[config.mk]
export PLATFORM = sky130hd
export DESIGN_NAME = readout_word_frame_parser
export DESIGN_NICKNAME = d
export VERILOG_FILES = /design/src/rtl/rwfp_pkg.sv /design/src/rtl/readout_word_frame_parser.sv /design/src/rtl/rwfp_ctrl.sv /design/src/rtl/rwfp_dp.sv
export SDC_FILE = /design/constraint.sdc
export NUM_CORES = 2
export LEC_CHECK = 0
export BUFFER_PORTS_ARGS = -buffer_cell sky130_fd_sc_hd__buf_2
export CAP_MARGIN = 20
export CORE_AREA = 2 2 361 363
export CTS_CLUSTER_DIAMETER = 30
export DETAILED_ROUTE_END_ITERATION = 7
export DIE_AREA = 0 0 363 365
export PLACE_DENSITY_LB_ADDON = 0.12
export SYNTH_ARGS = -nofsm -noshare
export SYNTH_HDL_FRONTEND = slang
export SYNTH_SLANG_ARGS = --single-unit
[constraint.sdc]
create_clock -name aclk -period 11.3 [get_ports aclk]
set_clock_uncertainty 0.15 [all_clocks]
set_input_delay 0 -clock aclk [delete_from_list [all_inputs] [get_ports aclk]]
set_output_delay 0 -clock aclk [all_outputs]
set_load 0.005 [all_outputs]
[src/rtl/rwfp_pkg.sv]
// Package for the readout word frame parser.
// Word codes, result status codes, hit layout and controller/datapath interface structs.
// No dependencies.
`default_nettype none

package rwfp_pkg;

    localparam int WORD_W     = 32;
    localparam int LEFT_W     = 16;
    localparam int HIT_W      = 53;
    localparam int HT_W       = 16;
    localparam int LT_W       = 30;
    localparam int STATUS_W   = 3;
    localparam int IN_DATA_W  = 48;
    localparam int OUT_DATA_W = 184;

    // top nibble of a readout word
    localparam logic [3:0] NIB_FILL   = 4'h0;
    localparam logic [3:0] NIB_DATA2  = 4'h1;
    localparam logic [3:0] NIB_EXTTS  = 4'h2;
    localparam logic [3:0] NIB_DATA1  = 4'h3;
    localparam logic [3:0] NIB_HEADER = 4'h4;
    localparam logic [1:0] EOE_MARK   = 2'b11;

    localparam logic [STATUS_W-1:0] ST_HIT     = 3'd0;
    localparam logic [STATUS_W-1:0] ST_TIME    = 3'd1;
    localparam logic [STATUS_W-1:0] ST_NOTIME  = 3'd2;
    localparam logic [STATUS_W-1:0] ST_SIZE    = 3'd3;
    localparam logic [STATUS_W-1:0] ST_UNKNOWN = 3'd4;

    // hit layout: adc 11:0, channel 23:12, time difference 39:24, bus 43:40,
    // module 51:44, ext_trigger 52
    typedef logic [HIT_W-1:0] hit_t;

    typedef struct packed {
        logic take;       // input transaction this cycle
        logic rd_issue;   // read hit store at flush index
        logic load_word;  // load output register from decoded word
        logic load_hit;   // load output register from hit store read data
    } cmd_t;

    typedef struct packed {
        logic one_res;    // accepted word gives one result
        logic flush;      // accepted word ends buffer with stored hits
        logic last_hit;   // flush index at last stored hit
    } stat_t;

endpackage

`default_nettype wire

[src/rtl/readout_word_frame_parser.sv]
// Top level of the readout word frame parser.
// Joins rwfp_ctrl and rwfp_dp; packs the stream payloads. Uses rwfp_pkg.
//
// channel   dir   width          transaction
// s_*       in    tdata 48, tlast one readout word
// m_*       out   tdata 184, tuser 3, tlast   one result item
// cfg_*     in    data 1         high-time spoof enable write
//
// A last word with N stored hits is followed by a flush (registered hit store read, then
// output load, for each hit) with s_tready low.
// Other results are loaded into the output register as the word is taken.
// Outside a flush, input stalls only while the output register holds an item not yet taken.
// Reset clears control state; the hit store needs no clearing.
`default_nettype none

module readout_word_frame_parser #(
    parameter int MAX_HITS = 32
) (
    input  wire logic                                aclk,
    input  wire logic                                aresetn,
    input  wire logic                                s_tvalid,
    output logic                                     s_tready,
    // word [31:0], words_left [47:32]
    input  wire logic [rwfp_pkg::IN_DATA_W-1:0]      s_tdata,
    input  wire logic                                s_tlast,
    output logic                                     m_tvalid,
    input  wire logic                                m_tready,
    // module_res [7:0], bus [11:8], time difference [27:12], channel [39:28],
    // adc [51:40], ext_trigger [52], trigger_number [84:53], high time [100:85],
    // low time [130:101], full time [176:131], zero [183:177]
    output logic [rwfp_pkg::OUT_DATA_W-1:0]          m_tdata,
    // status [2:0]
    output logic [rwfp_pkg::STATUS_W-1:0]            m_tuser,
    output logic                                     m_tlast,
    input  wire logic                                cfg_valid,
    output logic                                     cfg_ready,
    input  wire logic                                cfg_data
);

    rwfp_pkg::cmd_t                  cmd;
    rwfp_pkg::stat_t                 stat;
    rwfp_pkg::hit_t                  out_hit;
    logic [31:0]                     out_trig;
    logic [rwfp_pkg::HT_W-1:0]       out_hi;
    logic [rwfp_pkg::LT_W-1:0]       out_lo;

    assign cfg_ready = 1'b1;

    rwfp_ctrl u_ctrl (
        .aclk     (aclk),
        .aresetn  (aresetn),
        .s_tvalid (s_tvalid),
        .s_tready (s_tready),
        .m_tvalid (m_tvalid),
        .m_tready (m_tready),
        .stat     (stat),
        .cmd      (cmd)
    );

    rwfp_dp #(
        .MAX_HITS (MAX_HITS)
    ) u_dp (
        .aclk       (aclk),
        .aresetn    (aresetn),
        .word       (s_tdata[31:0]),
        .last       (s_tlast),
        .words_left (s_tdata[47:32]),
        .cfg_we     (cfg_valid && cfg_ready),
        .cfg_data   (cfg_data),
        .cmd        (cmd),
        .stat       (stat),
        .out_status (m_tuser),
        .out_hit    (out_hit),
        .out_trig   (out_trig),
        .out_hi     (out_hi),
        .out_lo     (out_lo),
        .out_final  (m_tlast)
    );

    // full time is high time * 2^30 + low time, a plain concatenation
    assign m_tdata = {7'd0, out_hi, out_lo, out_lo, out_hi, out_trig, out_hit[52],
                      out_hit[11:0], out_hit[23:12], out_hit[39:24], out_hit[43:40],
                      out_hit[51:44]};

endmodule

`default_nettype wire

[src/rtl/rwfp_ctrl.sv]
// Controller of the readout word frame parser.
// Sequences word intake, hit store flush and the output handshake. Uses rwfp_pkg.
`default_nettype none

module rwfp_ctrl (
    input  wire logic          aclk,
    input  wire logic          aresetn,
    input  wire logic          s_tvalid,
    output logic               s_tready,
    output logic               m_tvalid,
    input  wire logic          m_tready,
    input  wire rwfp_pkg::stat_t stat,
    output rwfp_pkg::cmd_t     cmd
);

    typedef enum logic [1:0] {
        S_RUN,
        S_READ,
        S_EMIT
    } state_t;

    state_t state_reg;
    logic   m_tvalid_reg;
    logic   out_free;

    assign out_free = !m_tvalid_reg || m_tready;
    assign s_tready = (state_reg == S_RUN) && out_free;
    assign m_tvalid = m_tvalid_reg;

    always_comb begin
        cmd.take      = s_tvalid && s_tready;
        cmd.rd_issue  = (state_reg == S_READ);
        cmd.load_word = cmd.take && stat.one_res;
        cmd.load_hit  = (state_reg == S_EMIT) && out_free;
    end

    always_ff @(posedge aclk) begin
        if (!aresetn) begin
            state_reg    <= S_RUN;
            m_tvalid_reg <= 1'b0;
        end else begin
            if (cmd.load_word || cmd.load_hit) begin
                m_tvalid_reg <= 1'b1;
            end else if (m_tready) begin
                m_tvalid_reg <= 1'b0;
            end
            unique case (state_reg)
                S_RUN: begin
                    if (cmd.take && stat.flush) begin
                        state_reg <= S_READ;
                    end
                end
                S_READ: begin
                    state_reg <= S_EMIT;
                end
                S_EMIT: begin
                    if (cmd.load_hit) begin
                        state_reg <= stat.last_hit ? S_RUN : S_READ;
                    end
                end
                default: begin
                    state_reg <= S_RUN;
                end
            endcase
        end
    end

endmodule

`default_nettype wire

[src/rtl/rwfp_dp.sv]
// Datapath of the readout word frame parser.
// Word decoding, buffer state, hit store memory and output register. Uses rwfp_pkg.
`default_nettype none

module rwfp_dp #(
    parameter int MAX_HITS = 32
) (
    input  wire logic                              aclk,
    input  wire logic                              aresetn,
    input  wire logic [rwfp_pkg::WORD_W-1:0]       word,
    input  wire logic                              last,
    input  wire logic [rwfp_pkg::LEFT_W-1:0]       words_left,
    input  wire logic                              cfg_we,
    input  wire logic                              cfg_data,
    input  wire rwfp_pkg::cmd_t                    cmd,
    output rwfp_pkg::stat_t                        stat,
    output logic [rwfp_pkg::STATUS_W-1:0]          out_status,
    output rwfp_pkg::hit_t                         out_hit,
    output logic [31:0]                            out_trig,
    output logic [rwfp_pkg::HT_W-1:0]              out_hi,
    output logic [rwfp_pkg::LT_W-1:0]              out_lo,
    output logic                                   out_final
);

    localparam int CW = $clog2(MAX_HITS + 1);
    localparam int IW = (MAX_HITS > 1) ? $clog2(MAX_HITS) : 1;
    localparam logic [CW-1:0] CNT_MAX = CW'(MAX_HITS);

    rwfp_pkg::hit_t                  mem [MAX_HITS];
    rwfp_pkg::hit_t                  rd_data_reg;
    logic [IW-1:0]                   rd_idx_reg;

    logic [51:0]                     cur_reg, cur_next;
    logic [rwfp_pkg::LT_W-1:0]       flt_reg, flt_next;
    logic                            seen_reg, seen_next;
    logic                            ab_reg, ab_next;
    logic                            mid_reg, mid_next;
    logic [rwfp_pkg::HT_W-1:0]       ht_reg, ht_next;
    logic [rwfp_pkg::LT_W-1:0]       prev_reg, prev_next;
    logic [31:0]                     buf_reg, buf_next;
    logic [CW-1:0]                   cnt_reg, cnt_next;
    logic                            spoof_reg;

    logic [51:0]                     eff_cur;
    logic [CW-1:0]                   eff_cnt;
    logic                            do_store;
    rwfp_pkg::hit_t                  store_val;
    logic                            one_res;
    logic [rwfp_pkg::STATUS_W-1:0]   one_status;
    rwfp_pkg::hit_t                  one_hit;
    logic [rwfp_pkg::HT_W-1:0]       one_hi;
    logic [rwfp_pkg::LT_W-1:0]       one_lo;
    logic                            flush;
    logic                            abort;
    logic [rwfp_pkg::STATUS_W-1:0]   ab_status;

    rwfp_pkg::hit_t                  out_hit_reg;
    logic [rwfp_pkg::STATUS_W-1:0]   out_status_reg;
    logic [31:0]                     out_trig_reg;
    logic [rwfp_pkg::HT_W-1:0]       out_hi_reg;
    logic [rwfp_pkg::LT_W-1:0]       out_lo_reg;
    logic                            out_final_reg;

    always_comb begin
        eff_cur    = mid_reg ? cur_reg : 52'd0;
        eff_cnt    = mid_reg ? cnt_reg : '0;
        cur_next   = eff_cur;
        flt_next   = mid_reg ? flt_reg : '0;
        seen_next  = mid_reg ? seen_reg : 1'b0;
        ab_next    = mid_reg ? ab_reg : 1'b0;
        buf_next   = mid_reg ? buf_reg : buf_reg + 32'd1;
        cnt_next   = eff_cnt;
        ht_next    = ht_reg;
        prev_next  = prev_reg;
        mid_next   = !last;
        do_store   = 1'b0;
        store_val  = '0;
        abort      = 1'b0;
        ab_status  = rwfp_pkg::ST_UNKNOWN;
        one_res    = 1'b0;
        one_status = rwfp_pkg::ST_HIT;
        one_hit    = '0;
        one_hi     = '0;
        one_lo     = '0;
        flush      = 1'b0;

        if (!ab_next) begin
            unique case (word[31:28])
                rwfp_pkg::NIB_HEADER: begin
                    cur_next[51:44] = word[23:16];
                    if (word[24]) begin
                        do_store  = 1'b1;
                        store_val = {1'b1, cur_next};
                    end
                    if ({6'd0, word[9:0]} > words_left) begin
                        abort     = 1'b1;
                        ab_status = rwfp_pkg::ST_SIZE;
                    end
                end
                rwfp_pkg::NIB_EXTTS: begin
                    if (!spoof_reg) begin
                        ht_next = word[15:0];
                    end
                end
                rwfp_pkg::NIB_DATA1: begin
                    cur_next[43:40] = word[27:24];
                    cur_next[39:24] = word[15:0];
                end
                rwfp_pkg::NIB_DATA2: begin
                    cur_next[43:40] = word[27:24];
                    cur_next[23:12] = word[23:12];
                    cur_next[11:0]  = word[11:0];
                    do_store        = 1'b1;
                    store_val       = {1'b0, cur_next};
                end
                rwfp_pkg::NIB_FILL: begin
                end
                default: begin
                    if (word[31:30] == rwfp_pkg::EOE_MARK) begin
                        flt_next  = word[29:0];
                        seen_next = 1'b1;
                    end else begin
                        abort     = 1'b1;
                        ab_status = rwfp_pkg::ST_UNKNOWN;
                    end
                end
            endcase

            if (do_store && (eff_cnt < CNT_MAX)) begin
                cnt_next = eff_cnt + CW'(1);
            end

            priority if (abort) begin
                ab_next    = 1'b1;
                cnt_next   = '0;
                one_res    = 1'b1;
                one_status = ab_status;
            end else if (last) begin
                if (!seen_next) begin
                    cnt_next   = '0;
                    one_res    = 1'b1;
                    one_status = rwfp_pkg::ST_NOTIME;
                end else begin
                    if (spoof_reg) begin
                        if (flt_next < prev_reg) begin
                            ht_next = ht_reg + 16'd1;
                        end
                        prev_next = flt_next;
                    end
                    if (cnt_next == '0) begin
                        one_res    = 1'b1;
                        one_status = rwfp_pkg::ST_TIME;
                        one_hit    = {1'b0, cur_next[51:44], 44'd0};
                        one_hi     = ht_next;
                        one_lo     = flt_next;
                    end else begin
                        flush = 1'b1;
                    end
                end
            end else begin
            end
        end
    end

    always_comb begin
        stat.one_res  = one_res;
        stat.flush    = flush;
        stat.last_hit = (CW'(rd_idx_reg) + CW'(1)) == cnt_reg;
    end

    always_ff @(posedge aclk) begin
        if (!aresetn) begin
            cur_reg   <= '0;
            flt_reg   <= '0;
            seen_reg  <= 1'b0;
            ab_reg    <= 1'b0;
            mid_reg   <= 1'b0;
            ht_reg    <= '0;
            prev_reg  <= '0;
            buf_reg   <= '0;
            cnt_reg   <= '0;
            spoof_reg <= 1'b0;
        end else begin
            if (cfg_we) begin
                spoof_reg <= cfg_data;
            end
            if (cmd.take) begin
                cur_reg  <= cur_next;
                flt_reg  <= flt_next;
                seen_reg <= seen_next;
                ab_reg   <= ab_next;
                mid_reg  <= mid_next;
                ht_reg   <= ht_next;
                prev_reg <= prev_next;
                buf_reg  <= buf_next;
                cnt_reg  <= cnt_next;
            end
        end
    end

    // hit store and flush read port
    always_ff @(posedge aclk) begin
        if (cmd.take && !ab_next && do_store && (eff_cnt < CNT_MAX)) begin
            mem[eff_cnt[IW-1:0]] <= store_val;
        end
        if (cmd.rd_issue) begin
            rd_data_reg <= mem[rd_idx_reg];
        end
    end

    always_ff @(posedge aclk) begin
        if (cmd.take && flush) begin
            rd_idx_reg <= '0;
        end else if (cmd.load_hit) begin
            rd_idx_reg <= rd_idx_reg + IW'(1);
        end
    end

    always_ff @(posedge aclk) begin
        if (cmd.load_word) begin
            out_status_reg <= one_status;
            out_hit_reg    <= one_hit;
            out_trig_reg   <= buf_next;
            out_hi_reg     <= one_hi;
            out_lo_reg     <= one_lo;
            out_final_reg  <= 1'b1;
        end else if (cmd.load_hit) begin
            out_status_reg <= rwfp_pkg::ST_HIT;
            out_hit_reg    <= rd_data_reg;
            out_trig_reg   <= buf_reg;
            out_hi_reg     <= ht_reg;
            out_lo_reg     <= flt_reg;
            out_final_reg  <= stat.last_hit;
        end
    end

    assign out_status = out_status_reg;
    assign out_hit    = out_hit_reg;
    assign out_trig   = out_trig_reg;
    assign out_hi     = out_hi_reg;
    assign out_lo     = out_lo_reg;
    assign out_final  = out_final_reg;

endmodule

`default_nettype wire
**Word-level counts from Yosys, hierarchy flattened**

Memory sizes are Yosys's and may differ from the RTL's. A register that Yosys moved wholly into a read port is not among the register bits.
Cells that the tools add are included.

- Add/sub/neg operators: 5
- Order comparisons: 3
- Equal/unequal tests: 10
- Multiplexer cells: 95
- Bitwise logic cells: 2
- Reduce and logical (&&, ||, !) cells: 25

Operators by type and width:

| operator | count |
|---|---|
| 53-bit two-way mux | 8 |
| 30-bit two-way mux | 12 |
| 16-bit two-way mux | 15 |
| 52-bit two-way mux | 3 |
| 53-bit case mux with 2 select lines | 1 |
| 32-bit two-way mux | 3 |
| 6-bit two-way mux | 7 |
| 32-bit by 1-bit adder with 32-bit output, second input constant | 1 |
| 30-bit less-than comparator | 1 |
| 1-bit two-way mux | 30 |
| 24-bit two-way mux | 1 |
| 3-bit two-way mux | 8 |
| 16-bit by 1-bit adder with 16-bit output, second input constant | 1 |
| 10-bit by 16-bit greater-than comparator with 1-bit output | 1 |
| 1-bit logical AND | 9 |
| 4-bit by 2-bit == test with 1-bit output, second input constant | 2 |
| 8-bit two-way mux | 1 |
| 5-bit by 1-bit adder with 6-bit output, second input constant | 1 |
| 6-bit by 1-bit adder with 6-bit output, second input constant | 1 |
| 6-bit == test | 1 |
| 6-bit logical NOT | 1 |
| 6-bit less-than comparator, second input constant | 1 |
| 2-bit case mux with 3 select lines | 1 |
| 6-bit AND reduction | 1 |
| 20 further kinds | 29 |

- Bits in registers: 313
- Memory bits (writable): 1696
- Input port bits: 55
- Output and inout port bits: 191
- Logic and storage cells: 160
- Memories kept: 1

Memory list:

| name | words | bits a word | rd ports | clocked after Yosys merged registers in | wr ports | RTL line | source |
|---|---|---|---|---|---|---|---|
| u_dp.mem | 32 | 53 | 1 | 1 | 1 | rwfp_dp.sv:29 | `rwfp_pkg::hit_t mem [MAX_HITS];` |

**Depth between registers and ports, before layout**

- Depth after elaboration: 15
- Depth in mapped cells: 17

**By module**

Synthesis repeated with hierarchy kept, for this count alone.

- Cells, all modules: 4234
- Area, all modules: 82175.1 um^2

By module, submodules not included:

| module | times used | cells each | area each (um^2) |
|---|---|---|---|
| rwfp_dp | 1 | 4160 | 81602.0 |
| readout_word_frame_parser | 1 | 56 | 412.9 |
| rwfp_ctrl | 1 | 18 | 160.2 |

**Worst setup path before layout**

OpenSTA, ideal clock, no wires.

- Path type: register to register
- Start: reg u_dp.mid_reg
- End: reg u_dp.out_hi_reg (netlist bit u_dp.out_hi[0]), enable pin
- Setup time: 498 ps
- Arrival: 5168 ps
- Setup slack: 5484 ps
- Cell stages (with the launch flop): 13
- Period minus slack after synthesis: 5816 ps
- Cells stage by stage: dfxtp_1 > buf_2 > nand2_1 > inv_1 > ha_1 > and4_1 > o2111a_1 > o22ai_2 > nor4_4 > o211ai_4 > buf_2 > buf_2 > nand2_1

- Cells in the longest elaborated chain, start to end: 13

RTL lines:

| what | RTL line | source |
|---|---|---|
| start: declaration | rwfp_dp.sv:37 | `logic mid_reg, mid_next;` |
| start signal: assignment | rwfp_dp.sv:192 | `mid_reg <= mid_next;` |
| 6-bit two-way mux | rwfp_dp.sv:66 | `eff_cnt = mid_reg ? cnt_reg : '0;` |
| 6-bit less-than comparator | rwfp_dp.sv:129 | `if (do_store && (eff_cnt < CNT_MAX)) begin` |
| 1-bit logical AND | rwfp_dp.sv:129 |  |
| 6-bit two-way mux | rwfp_dp.sv:129 |  |
| 6-bit two-way mux | rwfp_dp.sv:87 | `if (!ab_next) begin` |
| 6-bit logical NOT | rwfp_dp.sv:150 | `if (cnt_next == '0) begin` |
| 1-bit two-way mux | rwfp_dp.sv:150 |  |
| 1-bit two-way mux | rwfp_dp.sv:139 | `if (!seen_next) begin` |
| 1-bit two-way mux | rwfp_dp.sv:138 | `end else if (last) begin` |
| 1-bit two-way mux | rwfp_dp.sv:133 | `priority if (abort) begin` |
| 1-bit two-way mux (*) | rwfp_dp.sv:87 |  |
| 1-bit logical AND (*) | rwfp_ctrl.sv:33 | `cmd.load_word = cmd.take && stat.one_res;` |
| 2-bit nonzero test (no line) (*) | n/a |  |
| end signal: assignment | rwfp_dp.sv:224 | `out_hi_reg <= one_hi;` |
| end signal: assignment | rwfp_dp.sv:231 | `out_hi_reg <= ht_reg;` |
| end: declaration | rwfp_dp.sv:60 | `logic [rwfp_pkg::HT_W-1:0] out_hi_reg;` |

Mark *: on every way between the ends. The rest lies on a longest branch, timed or not. The select of a mux whose other input is x is not followed.
A chain may end at the register's enable or synchronous reset.

**Worst setup path in the final report**

- Start: in s_tdata[5] (netlist bit)
- End: mem u_dp.mem[27][12] (netlist bit), enable pin

- Cells in the longest elaborated chain, start to end: 12

RTL lines:

| what | RTL line | source |
|---|---|---|
| start: declaration | readout_word_frame_parser.sv:24 | `input wire logic [rwfp_pkg::IN_DATA_W-1:0] s_tdata,` |
| 10-bit by 16-bit greater-than comparator with 1-bit output | rwfp_dp.sv:95 | `if ({6'd0, word[9:0]} > words_left) begin` |
| 1-bit two-way mux | rwfp_dp.sv:95 |  |
| 1-bit case mux with 2 select lines | rwfp_dp.sv:88 | `unique case (word[31:28])` |
| 1-bit two-way mux | rwfp_dp.sv:87 |  |
| 1-bit two-way mux | rwfp_dp.sv:133 |  |
| 1-bit two-way mux | rwfp_dp.sv:87 |  |
| 1-bit logical NOT | rwfp_dp.sv:203 | `if (cmd.take && !ab_next && do_store && (eff_cnt < CNT_MAX)) begin` |
| 1-bit logical AND (3 in a row) | rwfp_dp.sv:203 |  |
| 1-bit two-way mux | rwfp_dp.sv:203 |  |
| 1-bit two-way mux (implied by the code) | rwfp_dp.sv:204 | `mem[eff_cnt[IW-1:0]] <= store_val;` |
| end: declaration | rwfp_dp.sv:29 |  |

Every way passes these cells. The select of a mux whose other input is x is not followed.

==> flow_summary_export.csv <==
group,metric,value,unit
route,wire_per_inst,33.2,um
global_route,grt_antenna_before_repair,11,
critical_path,cp-start-kind,"input pin",
global_route,grt_pass1_vias,45600,
pwr,p_leak,31.1,nW
floorplan,start_util,0.636,
synthesis,synthSimpleGateAreaFrac,0.0407,
placement,io_buffer_count,237,
critical_path,endpoint,"u_dp.mem[27][12]",
cells_and_area,nNetsFinal,4907,
route,wirelength,225000,um
route,dr.first_iter.drc_count,6781,
cells_and_area,largest_register_ff_count,1696,
timing,relSlewSlack,0.194,
synthesis,yosys-top-cells-area,"edfxtp_1, mux4_2, dfxtp_1, nor2_1, a22oi_1",
synthesis,synth_cell_type_count,77,
critical_path,critPathLaunch,"s_tdata[5]",
clock_tree,clockBufferDepth,4,
clock_tree,cts_inserted_buffers,377,
floorplan,core,129000,um^2
clock_tree,htree_levels,5,
synthesis,ys_warn_count,0,
clock_tree,clock_latency,930,ps
critical_path,cp.required,11680,ps
timing,fin_crit_sh,0.503,
critical_path,crit_path_max_fanout,35,
global_route,grt_pass1_wl,316000,um
timing,maxSlewViolCount,0,
timing,rsz0062_at_grt,"no",
placement,hpwlAfterDp,110000,um
cells_and_area,final_common_cell,"edfxtp_1",
critical_path,r2r_cells,11,
critical_path,endpoint_kind,"flip-flop",
timing,finalSetupViolCount,0,
pwr,ir_drop,207,uV
timing,worst_slew_pin_slew,1210,ps
global_route,grt_max_degree,120,
route,drt-pass1-iter-count,6,
synthesis,ys.flop_type,"edfxtp_1",
synthesis,netlist_area,81800,um^2
floorplan,die_w,363,um
critical_path,rrSetupSlack,5730,ps
synthesis,synth.avg_cell_area,19.2,um^2
timing,hold_viol_final,0,
route,ant_nets,0,
synthesis,synth-seq-area-share,0.735,
timing,fin_crit,5680,ps
critical_path,critPathArrivalTime,6060,ps
global_route,grt_usage,0.334,
synthesis,synth-compound-area-share,0.0337,
synthesis,synth-async-reset-ratio,0,
clock_tree,root_buffer,"clkbuf_16",
synthesis,synth_top_area_cell,"edfxtp_1",
hold_path,min_path_type,"input pin to flip-flop",
global_route,overflow,0,
placement,place_congestion,0.882,
synthesis,syn_inst,4266,
route,via_per_inst,6.79,
floorplan,die_h,365,um
cells_and_area,layout-drive-gt1-share,0.320,
clock_tree,cts_setup_buffers,0,
clock_tree,cts_tree,"yes",
synthesis,muxShareOfSynthArea,0.156,
floorplan,die-area,132000,um^2
clock_tree,cts_sinks,2062,
cells_and_area,final_cell_mix,"edfxtp_1, mux4_2, clkbuf_16",
synthesis,synth_edf_count,1883,
run_status,outcome,"finished, final reports clean",
floorplan,rows,132,
route,vias,46100,
clock_tree,clk_pin_slew,50,ps
timing,fin_setup_tns,0,ps
timing,fmax,176,MHz
critical_path,r2r-end,"u_dp.out_trig[31]",
run,cap_violations,0,
route,drcViolationCount,0,
synthesis,synth_top_family_by_area,"multiplexers",
floorplan,io_pins,246,
pwr,p_per_area,211,nW/um^2
synthesis,synth_xor_area_frac,0.00726,
critical_path,r2r-start,"u_dp.mid_reg",
synthesis,synth.top_cell.area_share,0.691,
cells_and_area,syn_to_final_growth,21.3,%
synthesis,yosys.area_share.adder,0.00703,
hold_path,worst_hold_path.num_cells,4,
critical_path,critical_path_class,"input pin to flip-flop",
synthesis,synth_seq_cells,2062,
pwr,power,21.0,mW
[timing repair]
item | 4_1_cts | 5_1_grt
resized for setup | 0 | 0
hold buffers | 97 | 0
setup endpoints to repair | 0 | 0
hold endpoints to repair | 1024 | 0
[Yosys cell counts (9+ instances only)]
| library cell | n |
|---|---|
| a22oi_1 | 89 |
| buf_1 | 49 |
| xnor2_1 | 37 |
| buf_2 | 20 |
| dfxtp_1 | 179 |
| nor4_1 | 9 |
| xor2_1 | 29 |
| a211oi_1 | 77 |
| a31oi_1 | 9 |
| nand3_1 | 33 |
| inv_1 | 89 |
| nor3_1 | 25 |
| buf_4 | 54 |
| a21oi_1 | 76 |
| mux2_2 | 58 |
| nor2_1 | 263 |
| nand2_1 | 157 |
| ha_1 | 46 |
| and2_1 | 79 |
| nand4_1 | 25 |
| mux4_2 | 530 |
| clkbuf_1 | 173 |
| edfxtp_1 | 1883 |
| mux2i_1 | 18 |
| o221ai_1 | 9 |
| o21ai_0 | 66 |
| and3_1 | 52 |
[logic make-up after synthesis]
family	Yosys count
other	2
flip-flops	2062
multiplexers	606
XOR/XNOR	67
adder cells (fa/ha/maj)	46
AND/OR/NAND/NOR	695
AO/OA/AOI/OAI	402
buffers and inverters	386
[report_power, final]
part / internal [mW] / switching, mW / leakage, nW
sequential: 8.30 / 0.0694 / 17.0
combinational: 0.484 / 0.640 / 7.88
clock: 7.53 / 3.96 / 6.19
[stage by stage]
step	setup WS, ps	area [um^2]	hold slack, ps	instances	utilization
2_1_floorplan	5480	81900	-54.0	4272	-
3_3_place_gp	5930	85000	82.9	5987	0.661
3_5_place_dp	5850	85000	96.9	5990	0.661
4_1_cts	5820	98900	3.99	6766	0.769
5_1_grt	5430	99200	76.7	6781	0.771
6_report	5620	99300	50.8	6784	0.771
[metal layers]
metal	vias up	share of wire	track usage
li1	18500	-	-
met1	23800	0.37	0.464
met2	3291	0.48	0.514
met3	511	0.11	0.0919
met4	8	0.038	0.134
met5	-	0.00021	0
[worst max-delay path: stages]
cell	delay (ps)
dlygate4sd3_1	540
buf_2	180
ha_1	340
nand2_1	60
dlygate4sd3_1	540
nand3_1	90
a211oi_1	590
o21ai_0	410
nor3_1	710
nand2_1	720
nor2_4	960
buf_4	830
[final cells by class]
type	instances	area (um^2)
multi-input combinational	1824	20400
clock inverter	255	3090
inverter	90	340
fill	6577	29400
antenna	3	7.51
sequential	2062	60100
timing repair buffer	451	3380
clock buffer	424	9800
tap	1675	2100
[worst min-delay path by stage]
| stage | slack, ps | start | end |
|---|---|---|---|
| floorplan | -50 | s_tlast | u_dp.mid_reg |
| global placement | 80 | cfg_data | u_dp.spoof_reg |
| detailed placement | 100 | cfg_data | u_dp.spoof_reg |
| CTS | 4 | s_tdata[17] | u_dp.prev_reg[17] |
| global route | 80 | s_tdata[18] | u_dp.cur_reg[46] |
| finish | 50 | s_tdata[0] | u_dp.prev_reg[0] |
(Power assumes the default switching activity.)
